==> src/lpr_pkg.sv <==
// shared types, constants and helpers of the line pixel rasterizer
package lpr_pkg;

    localparam int COORD_BITS     = 8;
    localparam int ERR_BITS       = COORD_BITS + 2;
    localparam int CALC_BITS      = COORD_BITS + 3;
    localparam int CFG_BITS       = 9;
    localparam int CFG_INDEX_BITS = 1;
    localparam int PAGE_BITS      = 5;
    localparam int MASK_BITS      = 8;
    localparam int CLIP_BITS      = COORD_BITS + CFG_BITS;

    localparam int IN_RAW_BITS    = 4 * COORD_BITS;
    localparam int IN_DATA_BITS   = ((IN_RAW_BITS + 7) / 8) * 8;
    localparam int OUT_RAW_BITS   = 1 + 2 * COORD_BITS + PAGE_BITS + MASK_BITS;
    localparam int OUT_DATA_BITS  = ((OUT_RAW_BITS + 7) / 8) * 8;

    localparam int QUEUE_DEPTH    = 2;
    localparam int QPTR_BITS      = (QUEUE_DEPTH > 1) ? $clog2(QUEUE_DEPTH) : 1;
    localparam int QCNT_BITS      = $clog2(QUEUE_DEPTH + 1);

    localparam logic KIND_START = 1'b0;
    localparam logic KIND_STEP  = 1'b1;

    localparam logic [CFG_INDEX_BITS-1:0] REG_WIDTH  = 1'b0;
    localparam logic [CFG_INDEX_BITS-1:0] REG_HEIGHT = 1'b1;

    localparam logic [CFG_BITS-1:0]  WIDTH_RESET  = 9'd128;
    localparam logic [CFG_BITS-1:0]  HEIGHT_RESET = 9'd64;
    localparam logic [MASK_BITS-1:0] MASK_TOP     = 8'h80;
    localparam logic [2:0]           ROW_IN_PAGE  = 3'h7;

    typedef logic [COORD_BITS-1:0] coord_t;

    typedef struct packed {
        logic   kind;
        coord_t x_first;
        coord_t y_first;
        coord_t x_final;
        coord_t y_final;
    } item_t;

    typedef struct packed {
        logic                 pixel_valid;
        coord_t               pixel_x;
        coord_t               pixel_y;
        logic [PAGE_BITS-1:0] page_index;
        logic [MASK_BITS-1:0] bit_mask;
        logic                 last;
        logic                 idle;
    } result_t;

    function automatic logic [PAGE_BITS-1:0] page_of(input coord_t y);
        logic [COORD_BITS+PAGE_BITS-1:0] wide;
        wide = {{PAGE_BITS{1'b0}}, y};
        return wide[PAGE_BITS+2:3];
    endfunction

    function automatic logic [MASK_BITS-1:0] mask_of(input coord_t y);
        return MASK_TOP >> (y[2:0] & ROW_IN_PAGE);
    endfunction

endpackage

==> src/line_pixel_rasterizer.sv <==
// top level of the line pixel rasterizer: config registers, front queue and walker
//
//  channel   dir  handshake            contents
//  s_*       in   s_tvalid / s_tready  start or step word, kind in s_tuser
//  m_*       out  m_tvalid / m_tready  one pixel word per input word
//  cfg_*     in   cfg_we               display width and height
//
//  one word in and one word out per cycle sustained while the output is not stalled; a word passes
//  the queue stage, then the walker output register; a walk step is two compares, each with an add
//  reset gives width 128, height 64, no line active and an empty queue
//  a stalled output holds the walker, the two-entry queue keeps taking words until full
module line_pixel_rasterizer
(
    input  logic                                 clk,
    input  logic                                 rst_n,
    input  logic                                 s_tvalid,
    output logic                                 s_tready,
    input  logic [lpr_pkg::IN_DATA_BITS-1:0]     s_tdata,   // x_first, y_first, x_final, y_final
    input  logic                                 s_tuser,   // kind
    output logic                                 m_tvalid,
    input  logic                                 m_tready,
    output logic [lpr_pkg::OUT_DATA_BITS-1:0]    m_tdata,   // pixel_valid, pixel_x, pixel_y, page_index, bit_mask
    output logic                                 m_tuser,   // idle
    output logic                                 m_tlast,
    input  logic                                 cfg_we,
    input  logic [lpr_pkg::CFG_INDEX_BITS-1:0]   cfg_index,
    input  logic [lpr_pkg::CFG_BITS-1:0]         cfg_data
);

    logic [lpr_pkg::CFG_BITS-1:0] width_reg;
    logic [lpr_pkg::CFG_BITS-1:0] height_reg;
    logic                         head_valid;
    lpr_pkg::item_t               head_item;
    logic                         head_pop;
    lpr_pkg::result_t             out_word;

    always_ff @(posedge clk or negedge rst_n)
    begin
        if (!rst_n)
        begin
            width_reg  <= lpr_pkg::WIDTH_RESET;
            height_reg <= lpr_pkg::HEIGHT_RESET;
        end
        else if (cfg_we)
        begin
            unique case (cfg_index)
                lpr_pkg::REG_WIDTH:  width_reg  <= cfg_data;
                lpr_pkg::REG_HEIGHT: height_reg <= cfg_data;
                default:             ;
            endcase
        end
    end

    lpr_front u_front
    (
        .clk        (clk),
        .rst_n      (rst_n),
        .s_tvalid   (s_tvalid),
        .s_tready   (s_tready),
        .s_tdata    (s_tdata),
        .s_tuser    (s_tuser),
        .head_valid (head_valid),
        .head_item  (head_item),
        .head_pop   (head_pop)
    );

    lpr_walker u_walker
    (
        .clk            (clk),
        .rst_n          (rst_n),
        .head_valid     (head_valid),
        .head_item      (head_item),
        .head_pop       (head_pop),
        .display_width  (width_reg),
        .display_height (height_reg),
        .out_valid      (m_tvalid),
        .out_ready      (m_tready),
        .out_word       (out_word)
    );

    assign m_tdata = lpr_pkg::OUT_DATA_BITS'({out_word.bit_mask, out_word.page_index,
                                              out_word.pixel_y, out_word.pixel_x,
                                              out_word.pixel_valid});
    assign m_tuser = out_word.idle;
    assign m_tlast = out_word.last;

endmodule

==> src/lpr_front.sv <==
// input side: accepts words, decodes them and holds them in a short queue
module lpr_front
(
    input  logic                              clk,
    input  logic                              rst_n,
    input  logic                              s_tvalid,
    output logic                              s_tready,
    input  logic [lpr_pkg::IN_DATA_BITS-1:0]  s_tdata,
    input  logic                              s_tuser,
    output logic                              head_valid,
    output lpr_pkg::item_t                    head_item,
    input  logic                              head_pop
);

    lpr_pkg::item_t                     queue_mem [lpr_pkg::QUEUE_DEPTH];
    logic [lpr_pkg::QPTR_BITS-1:0]      wr_ptr_reg, wr_ptr_next;
    logic [lpr_pkg::QPTR_BITS-1:0]      rd_ptr_reg, rd_ptr_next;
    logic [lpr_pkg::QCNT_BITS-1:0]      count_reg, count_next;
    lpr_pkg::item_t                     in_item;
    logic                               push;
    logic                               pop;

    assign s_tready   = (count_reg != lpr_pkg::QCNT_BITS'(lpr_pkg::QUEUE_DEPTH));
    assign head_valid = (count_reg != '0);
    assign push       = s_tvalid && s_tready;
    assign pop        = head_pop && head_valid;
    assign head_item  = queue_mem[rd_ptr_reg];

    // field order in tdata: x_first, y_first, x_final, y_final
    always_comb
    begin
        in_item.kind    = s_tuser;
        in_item.x_first = s_tdata[lpr_pkg::COORD_BITS-1:0];
        in_item.y_first = s_tdata[2*lpr_pkg::COORD_BITS-1:lpr_pkg::COORD_BITS];
        in_item.x_final = s_tdata[3*lpr_pkg::COORD_BITS-1:2*lpr_pkg::COORD_BITS];
        in_item.y_final = s_tdata[4*lpr_pkg::COORD_BITS-1:3*lpr_pkg::COORD_BITS];
    end

    always_comb
    begin
        wr_ptr_next = wr_ptr_reg;
        rd_ptr_next = rd_ptr_reg;
        count_next  = count_reg;
        if (push)
        begin
            if (wr_ptr_reg == lpr_pkg::QPTR_BITS'(lpr_pkg::QUEUE_DEPTH - 1))
                wr_ptr_next = '0;
            else
                wr_ptr_next = wr_ptr_reg + 1'b1;
        end
        if (pop)
        begin
            if (rd_ptr_reg == lpr_pkg::QPTR_BITS'(lpr_pkg::QUEUE_DEPTH - 1))
                rd_ptr_next = '0;
            else
                rd_ptr_next = rd_ptr_reg + 1'b1;
        end
        if (push && !pop)
            count_next = count_reg + 1'b1;
        else if (pop && !push)
            count_next = count_reg - 1'b1;
    end

    always_ff @(posedge clk or negedge rst_n)
    begin
        if (!rst_n)
        begin
            wr_ptr_reg <= '0;
            rd_ptr_reg <= '0;
            count_reg  <= '0;
        end
        else
        begin
            wr_ptr_reg <= wr_ptr_next;
            rd_ptr_reg <= rd_ptr_next;
            count_reg  <= count_next;
        end
    end

    always_ff @(posedge clk)
    begin
        if (push)
            queue_mem[wr_ptr_reg] <= in_item;
    end

endmodule

==> src/lpr_walker.sv <==
// back side: bresenham walk, clipping, page and mask, output register
module lpr_walker
(
    input  logic                           clk,
    input  logic                           rst_n,
    input  logic                           head_valid,
    input  lpr_pkg::item_t                 head_item,
    output logic                           head_pop,
    input  logic [lpr_pkg::CFG_BITS-1:0]   display_width,
    input  logic [lpr_pkg::CFG_BITS-1:0]   display_height,
    output logic                           out_valid,
    input  logic                           out_ready,
    output lpr_pkg::result_t               out_word
);

    logic                                 active_reg, active_next;
    lpr_pkg::coord_t                      cur_x_reg, cur_x_next;
    lpr_pkg::coord_t                      cur_y_reg, cur_y_next;
    lpr_pkg::coord_t                      end_x_reg, end_x_next;
    lpr_pkg::coord_t                      end_y_reg, end_y_next;
    lpr_pkg::coord_t                      delta_x_reg, delta_x_next;
    lpr_pkg::coord_t                      delta_y_reg, delta_y_next;
    logic                                 x_dec_reg, x_dec_next;
    logic                                 y_dec_reg, y_dec_next;
    logic signed [lpr_pkg::ERR_BITS-1:0]  err_reg, err_next;
    logic                                 out_valid_reg;
    lpr_pkg::result_t                     out_reg, res;

    logic                                 take;
    logic signed [lpr_pkg::CALC_BITS-1:0] twice, dx_s, dy_s, err_calc;
    logic                                 done;

    assign take      = head_valid && (!out_valid_reg || out_ready);
    assign head_pop  = take;
    assign out_valid = out_valid_reg;
    assign out_word  = out_reg;

    always_comb
    begin
        active_next  = active_reg;
        cur_x_next   = cur_x_reg;
        cur_y_next   = cur_y_reg;
        end_x_next   = end_x_reg;
        end_y_next   = end_y_reg;
        delta_x_next = delta_x_reg;
        delta_y_next = delta_y_reg;
        x_dec_next   = x_dec_reg;
        y_dec_next   = y_dec_reg;
        err_next     = err_reg;
        twice        = '0;
        dx_s         = '0;
        dy_s         = '0;
        err_calc     = '0;
        done         = 1'b0;
        res          = '0;

        if (head_item.kind == lpr_pkg::KIND_START)
        begin
            cur_x_next   = head_item.x_first;
            cur_y_next   = head_item.y_first;
            end_x_next   = head_item.x_final;
            end_y_next   = head_item.y_final;
            x_dec_next   = head_item.x_final < head_item.x_first;
            y_dec_next   = head_item.y_final < head_item.y_first;
            delta_x_next = x_dec_next ? head_item.x_first - head_item.x_final
                                      : head_item.x_final - head_item.x_first;
            delta_y_next = y_dec_next ? head_item.y_first - head_item.y_final
                                      : head_item.y_final - head_item.y_first;
            dx_s         = $signed({3'b000, delta_x_next});
            dy_s         = $signed({3'b000, delta_y_next});
            err_calc     = dx_s - dy_s;
            err_next     = err_calc[lpr_pkg::ERR_BITS-1:0];
            active_next  = 1'b1;
        end
        else if (active_reg)
        begin
            dx_s     = $signed({3'b000, delta_x_reg});
            dy_s     = $signed({3'b000, delta_y_reg});
            twice    = $signed({err_reg, 1'b0});
            err_calc = $signed({err_reg[lpr_pkg::ERR_BITS-1], err_reg});
            if (twice > -dy_s)
            begin
                err_calc   = err_calc - dy_s;
                cur_x_next = x_dec_reg ? cur_x_reg - 1'b1 : cur_x_reg + 1'b1;
            end
            if (twice < dx_s)
            begin
                err_calc   = err_calc + dx_s;
                cur_y_next = y_dec_reg ? cur_y_reg - 1'b1 : cur_y_reg + 1'b1;
            end
            err_next = err_calc[lpr_pkg::ERR_BITS-1:0];
        end

        if (head_item.kind == lpr_pkg::KIND_STEP && !active_reg)
        begin
            res.idle = 1'b1;
        end
        else
        begin
            done            = (cur_x_next == end_x_next) && (cur_y_next == end_y_next);
            res.pixel_valid =
                ({{lpr_pkg::CFG_BITS{1'b0}}, cur_x_next}
                    < {{lpr_pkg::COORD_BITS{1'b0}}, display_width})
                && ({{lpr_pkg::CFG_BITS{1'b0}}, cur_y_next}
                    < {{lpr_pkg::COORD_BITS{1'b0}}, display_height});
            res.pixel_x     = cur_x_next;
            res.pixel_y     = cur_y_next;
            res.page_index  = lpr_pkg::page_of(cur_y_next);
            res.bit_mask    = lpr_pkg::mask_of(cur_y_next);
            res.last        = done;
            if (done)
                active_next = 1'b0;
        end
    end

    always_ff @(posedge clk or negedge rst_n)
    begin
        if (!rst_n)
        begin
            active_reg    <= 1'b0;
            cur_x_reg     <= '0;
            cur_y_reg     <= '0;
            end_x_reg     <= '0;
            end_y_reg     <= '0;
            delta_x_reg   <= '0;
            delta_y_reg   <= '0;
            x_dec_reg     <= 1'b0;
            y_dec_reg     <= 1'b0;
            err_reg       <= '0;
            out_valid_reg <= 1'b0;
        end
        else
        begin
            if (take)
            begin
                active_reg    <= active_next;
                cur_x_reg     <= cur_x_next;
                cur_y_reg     <= cur_y_next;
                end_x_reg     <= end_x_next;
                end_y_reg     <= end_y_next;
                delta_x_reg   <= delta_x_next;
                delta_y_reg   <= delta_y_next;
                x_dec_reg     <= x_dec_next;
                y_dec_reg     <= y_dec_next;
                err_reg       <= err_next;
                out_valid_reg <= 1'b1;
            end
            else if (out_ready)
            begin
                out_valid_reg <= 1'b0;
            end
        end
    end

    always_ff @(posedge clk)
    begin
        if (take)
            out_reg <= res;
    end

endmodule

==> config.mk <==
export PLATFORM = sky130hd
export DESIGN_NAME = line_pixel_rasterizer
export DESIGN_NICKNAME = d
export VERILOG_FILES = /design/src/lpr_pkg.sv /design/src/line_pixel_rasterizer.sv /design/src/lpr_front.sv /design/src/lpr_walker.sv
export SDC_FILE = /design/constraint.sdc
export NUM_CORES = 1
export LEC_CHECK = 0
export BUFFER_PORTS_ARGS = -buffer_cell sky130_fd_sc_hd__clkbuf_2
export CAP_MARGIN = 20
export CORE_ASPECT_RATIO = 2
export CORE_UTILIZATION = 57
export CTS_BUF_LIST = sky130_fd_sc_hd__clkbuf_4
export DETAILED_ROUTE_END_ITERATION = 6
export GPL_TIMING_DRIVEN = 0
export PLACE_DENSITY = 0.79
export SYNTH_ARGS = -nofsm -noshare
export SYNTH_HDL_FRONTEND = slang
export SYNTH_SLANG_ARGS = --single-unit
==> constraint.sdc <==
create_clock -name clk -period 5.3 [get_ports clk]
set_input_delay 1.06 -clock clk [delete_from_list [all_inputs] [get_ports clk]]
set_output_delay 1.06 -clock clk [all_outputs]
set_load 0.005 [all_outputs]
Word-level counts from Yosys, hierarchy flattened:

Memory sizes are Yosys's and may differ from the RTL's.
Cells that the tools add are included.

* register bits after elaboration: 116
* memory bits (writable): 66
* input port bits: 48
* logic and storage cells: 103
* memories: 1

Memories
* u_front.queue_mem: words 2, bits a word 33, rd ports 1, clocked after memory_dff 0, write ports 1, line lpr_front.sv:15 `lpr_pkg::item_t queue_mem [lpr_pkg::QUEUE_DEPTH];`

* $add $sub $neg: 16
* $lt $le $gt $ge: 6
* eq/ne operators: 4
* shifts and indexed selects: 1
* multiplexer cells: 30
* bitwise operators: 2
* reductions and logical operators: 20

Operator list (number)
* 2-to-1 mux 8 bit: 12
* 2-to-1 mux 10 bit: 6
* subtractor 8 bit: 4
* < comparator 8 x 9 -> 1 bit: 2
* adder 8 x 1 -> 8 bit, second input constant: 2
* == test 8 bit: 2
* < comparator 8 bit: 2
* subtractor 8 x 1 -> 8 bit, second input constant: 2
* > comparator 11 bit: 1
* < comparator 11 x 9 -> 1 bit: 1
* negation 8 -> 11 bit: 1
* adder 10 x 9 -> 10 bit: 1
* 2-to-1 mux 1 bit: 10
* subtractor 10 x 9 -> 10 bit: 1
* subtractor 8 x 8 -> 9 bit: 1
* logical AND 1 bit: 8
* AND reduction 2 bit: 4
* right shift 8 x 3 -> 8 bit, first input constant: 1
* nonzero test 2 bit: 3
* zero test 1 bit: 4
* 2-to-1 mux 2 bit: 2
* != test 2 bit, second input constant: 2
* adder 1 bit, second input constant: 2
* adder 2 x 1 -> 2 bit, second input constant: 1
* other kinds (3): 4

Depth between registers and ports, before layout:

* depth after elaboration: 9
* depth in mapped cells: 26

Hierarchy:

From an unflattened synthesis, not the netlist that was laid out.

* cell total of the unflattened synthesis: 1121
* area total of the unflattened synthesis: 11633.7 um^2

Modules (own cells, without submodules)
* lpr_walker: instances 1, cells each 958, area each 8200.4 um^2, sequential area each 2362.3 um^2
* lpr_front: instances 1, cells each 121, area each 2727.6 um^2, sequential area each 2082.0 um^2
* line_pixel_rasterizer: instances 1, cells each 42, area each 705.7 um^2, sequential area each 452.9 um^2

Least setup slack after synthesis:

No wires, ideal clock.

* kind: register -> register
* start: reg u_front.rd_ptr_reg
* end: reg u_walker.err_reg[7] (netlist bit)
* library setup time: 0.136 ns
* arrival time: 5.387 ns
* slack: -0.223 ns
* cell stages (with the launch flop): 25
* clock period less this slack: 5.523 ns
* path through: dfrtp_1 -> buf_2 -> buf_1 -> clkbuf_1 -> buf_2 -> mux2_2 -> fa_1 -> nor2b_1 -> o21ai_0 -> a21oi_1 -> o21a_1 -> o21a_1 -> buf_2 -> mux2_2 -> inv_1 -> ha_1 -> nor2b_1 -> o21ai_0 -> a21boi_0 -> o21ai_0 -> a21boi_0 -> o21a_1 -> or4_1 -> a21oi_1 -> nor3_1

* cells in the longest elaborated chain, start to end: 5
* elaborated cells on any way between the ends: 13

RTL lines
* start, declared: line lpr_front.sv:17 `logic [lpr_pkg::QPTR_BITS-1:0] rd_ptr_reg, rd_ptr_next;`
* start signal, assigned: line lpr_front.sv:75 `rd_ptr_reg <= rd_ptr_next;`
* memory (2 x 33 bit) *
* subtractor 8 bit, or another cell as far along: line lpr_walker.sv:66 `: head_item.x_final - head_item.x_first;`
* 2-to-1 mux 8 bit, on equally long branches: line lpr_walker.sv:65, lpr_walker.sv:67
* subtractor 8 x 8 -> 9 bit: line lpr_walker.sv:71 `err_calc = dx_s - dy_s;`
* 2-to-1 mux 10 bit: line lpr_walker.sv:57 `if (head_item.kind == lpr_pkg::KIND_START)`
* end signal, assigned: line lpr_walker.sv:145 `err_reg <= err_next;`
* end, declared: line lpr_walker.sv:25 `logic signed [lpr_pkg::ERR_BITS-1:0] err_reg, err_next;`

Mark *: on every way between the ends. The rest lies on a longest branch, timed or not.
A chain may end at the register's enable or synchronous reset.

Final worst setup path:

* start: reg u_walker.delta_y_reg[4]
* end: reg u_walker.err_reg[8] (netlist bit)

* cells in the longest elaborated chain, start to end: 9
* elaborated cells on any way between the ends: 10

RTL lines
* start, declared: line lpr_walker.sv:22 `lpr_pkg::coord_t delta_y_reg, delta_y_next;`
* start signal, assigned: line lpr_walker.sv:142 `delta_y_reg <= delta_y_next;`
* negation 8 -> 11 bit: line lpr_walker.sv:81 `if (twice > -dy_s)`
* > comparator 11 bit: line lpr_walker.sv:81
* 2-to-1 mux 10 bit *: line lpr_walker.sv:81
* 2-to-1 mux 10 bit *: line lpr_walker.sv:75 `else if (active_reg)`
* 2-to-1 mux 10 bit *: line lpr_walker.sv:57
* adder 10 x 9 -> 10 bit: line lpr_walker.sv:88 `err_calc = err_calc + dx_s;`
* 2-to-1 mux 10 bit *: line lpr_walker.sv:86 `if (twice < dx_s)`
* 2-to-1 mux 10 bit *: line lpr_walker.sv:75
* 2-to-1 mux 10 bit *: line lpr_walker.sv:57

Mark *: on every way between the ends. The rest lies on a longest branch, timed or not. The select of a mux whose other input is x is not followed.

==> flow_metrics.py <==
metrics = {
    "timing": {
        "hold_slack_ps": 414,
        "timing.fmax_mhz": 193,
        "min_period_ps": 5190,
        "clock_skew_ps": 24.4,
        "rsz0062_at_grt": "true",
        "worstMarginPinSlew_ps": 939,
        "drv_slew": 0,
        "max-slew-margin-rel": 0.372,
        "setup_viol": 0,
        "hold_viol": 0,
        "period_share": 0.979,
        "worst_slack_ps": 110,
    },
    "finish": {
        "nets": 1479,
        "largest_register_ffs": 66,
        "final_layout_size_suffix_gt1_frac": 0.213,
        "area_growth_pct": 15.6,
        "design_area_um2": 13600,
    },
    "place": {
        "io_buffers": 81,
        "place_ws_ps": -1120,
        "dpl.hpwl_mm": 24.3,
        "placed_area_um2": 12600,
        "globalplace.congestion": 0.955,
    },
    "clock_network": {
        "numCtsBuffers": 17,
        "clk_latency_ps": 640,
        "htreeDepth": 4,
        "cts_buffer_depth": 2,
        "cts_tree": "done",
        "cts.sinks": 177,
        "root_buffer": "clkbuf_4",
        "clk_pin_slew_ps": 170,
    },
    "yosys": {
        "ys.flop_type": "edfxtp_1",
        "synthTopCellsByArea": "edfxtp_1, dfrtp_1, ha_1",
        "avgSynthCellArea_um2": 9.94,
        "synth_area_leader_cell": "edfxtp_1",
        "synth_edf_count": 93,
        "synth_seq_cells": 177,
        "async_flop_share": 0.475,
        "synth_area_um2": 11800,
        "synth_top_area_share": 0.237,
        "synthCells": 1185,
        "synth_warnings": 0,
        "yosysMostFrequentCell": "nand2_1",
        "ys_seq_area_frac": 0.416,
        "synth.distinct_cells": 84,
        "synth_commonest_cells": "nand2_1, inv_1, ha_1, o21ai_0, edfxtp_1",
    },
    "setup_path": {
        "critPathCaptureType": "flip-flop",
        "startpoint_type": "flip-flop",
        "crit_arrival_ps": 5730,
        "critPathBufInv": 5,
        "path_delay_family": "compound AO/OA/AOI/OAI gates",
        "crit_top_cell": "buf_4",
        "max_stage_delay_ps": 480,
        "path_max_fanout": 3,
        "path_class": "reg -> reg",
        "crit_path_top_delay_cell": "dfrtp_2",
        "critPathRequiredTime_ps": 5840,
    },
    "routing": {
        "vias": 9560,
        "dr.pass1.iters": 5,
        "vias_per_cell": 5.97,
        "wl_mm": 31.6,
        "ant_nets": 0,
        "drtIter0Drc": 507,
        "drcViolationCount": 0,
        "wl_per_cell_um": 19.7,
    },
    "run": {
        "drv_cap": 0,
    },
    "global_routing": {
        "grt_pass1_vias": 9467,
        "grt_use_met1": 0.281,
        "met2_usage": 0.545,
        "grt.overflow.total": 0,
        "met3_usage": 0.0469,
        "antenna_found_initial": 2,
        "grt_start_max_net_pins": 49,
        "grt_pass1_wl_mm": 47.6,
        "grt.total_usage": 0.300,
        "grt.busiest_layer": "met2",
    },
    "hold_path": {
        "hold_class": "in -> async",
    },
    "floorplanning": {
        "io_pins": 84,
        "placementRows": 74,
        "start_util": 0.578,
        "coreArea_um2": 20400,
        "die_h_um": 205,
        "dieWidth_um": 104,
        "die_area_um2": 21300,
    },
    "outcome": {
        "status": "completed",
    },
}
## kinds of logic (layout without fill, tap and decap cells)
| kind of cell | Yosys count | in the layout | synth area share |
|---|---|---|---|
| other | 1 | 3 | 0.000318 |
| AOI/OAI and AO/OA | 281 | 281 | 0.158 |
| and+or+nand+nor | 313 | 313 | 0.125 |
| DFF | 177 | 177 | 0.416 |
| xor gates and xnor gates | 79 | 79 | 0.0594 |
| muxes | 76 | 76 | 0.0678 |
| buffers and inverters | 149 | 298 | 0.0520 |
| adders and majority gates | 109 | 109 | 0.122 |
## placed cells by master, fill, tap and decap left out, types with 5 or more instances in the layout
cell type  instances
a21oi_1           46
clkbuf_4          19
xor2_1            23
buf_6              5
fa_1               7
clkbuf_1          25
nor4_1             5
nor2_1            76
o21ai_1           12
clkbuf_2          80
mux2_2            24
edfxtp_1          93
ha_1              94
o21a_1             7
and3_1             8
a211oi_1           8
nor2b_1           22
nor3_1            18
nand2b_1          11
o211ai_1          13
mux2i_2            5
a31o_2             7
dfrtp_1           79
xnor2_1           52
nand3_1           12
nand4_1            9
nand2_1          113
inv_1            102
mux2i_1           35
inv_8              5
a31oi_1           10
a21o_1            20
o31ai_1            7
o21ai_2            5
o21ai_0           86
mux2i_4            9
buf_4             44
## worst paths after layout
check,startpoint,to,slack (ps),cells past startpoint
max,u_walker.delta_y_reg[4]$_DFFE_PN0P_,u_walker.err_reg[8]$_DFFE_PN0P_,110,26
min,rst_n,height_reg[1]$_DFFE_PN0P_,410,1
max reg2reg,u_walker.delta_y_reg[4]$_DFFE_PN0P_,u_walker.err_reg[8]$_DFFE_PN0P_,110,26
max in group asynchronous,rst_n,u_walker.delta_y_reg[0]$_DFFE_PN0P_,4220,2
min reg2reg,u_walker.end_x_reg[2]$_DFFE_PN0P_,u_walker.end_x_reg[2]$_DFFE_PN0P_,500,2
min in group clk,u_walker.end_x_reg[2]$_DFFE_PN0P_,u_walker.end_x_reg[2]$_DFFE_PN0P_,500,2
## what timing repair did
item / CTS / global route
resized for setup: 51 / 62
endpoints found under the setup margin: 8 / 5
setup buffers: 11 / 25
hold buffers: 0 / 0
gates cloned: 0 / 0
pin swaps: 6 / 28
## metrics by stage
stage                     std cells   util  setup TNS [ps]
after detailed placement       1535  0.618           -5660
after global routing           1602  0.668            -158
after floorplan                1186      -               0
after global placement         1533  0.615           -5210
final                          1602  0.668               0
after CTS                      1577  0.647           -30.6
## area by class of cell
cell class                 count  area (um^2)
antenna                        1         2.50
buffer                        44          268
clock buffer                  17          128
clock inverter                15          186
fill                        1632         6760
inverter                     103          387
multi-input combinational    860         6670
sequential                   177         4900
tap                          266          333
timing repair buffer         119          737
## worst register-to-register path, delay by kind of cell, from the launching register on
family                   cells  cell delay, ps
AND/OR/NAND/NOR              6            1230
XOR/XNOR                     3             440
flip-flops                   1             480
adder cells (fa/ha/maj)      3             820
AO/OA/AOI/OAI                9            1420
buffers and inverters        5             700
## routing by layer
metal,routed length (um),part of all wire
met5,9,0.00028
met3,1300,0.041
met4,3120,0.099
met1,10600,0.33
met2,16600,0.53
Power is not shown: default switching activity piles up to over one toggle a cycle in this logic, so the estimate is an artifact.
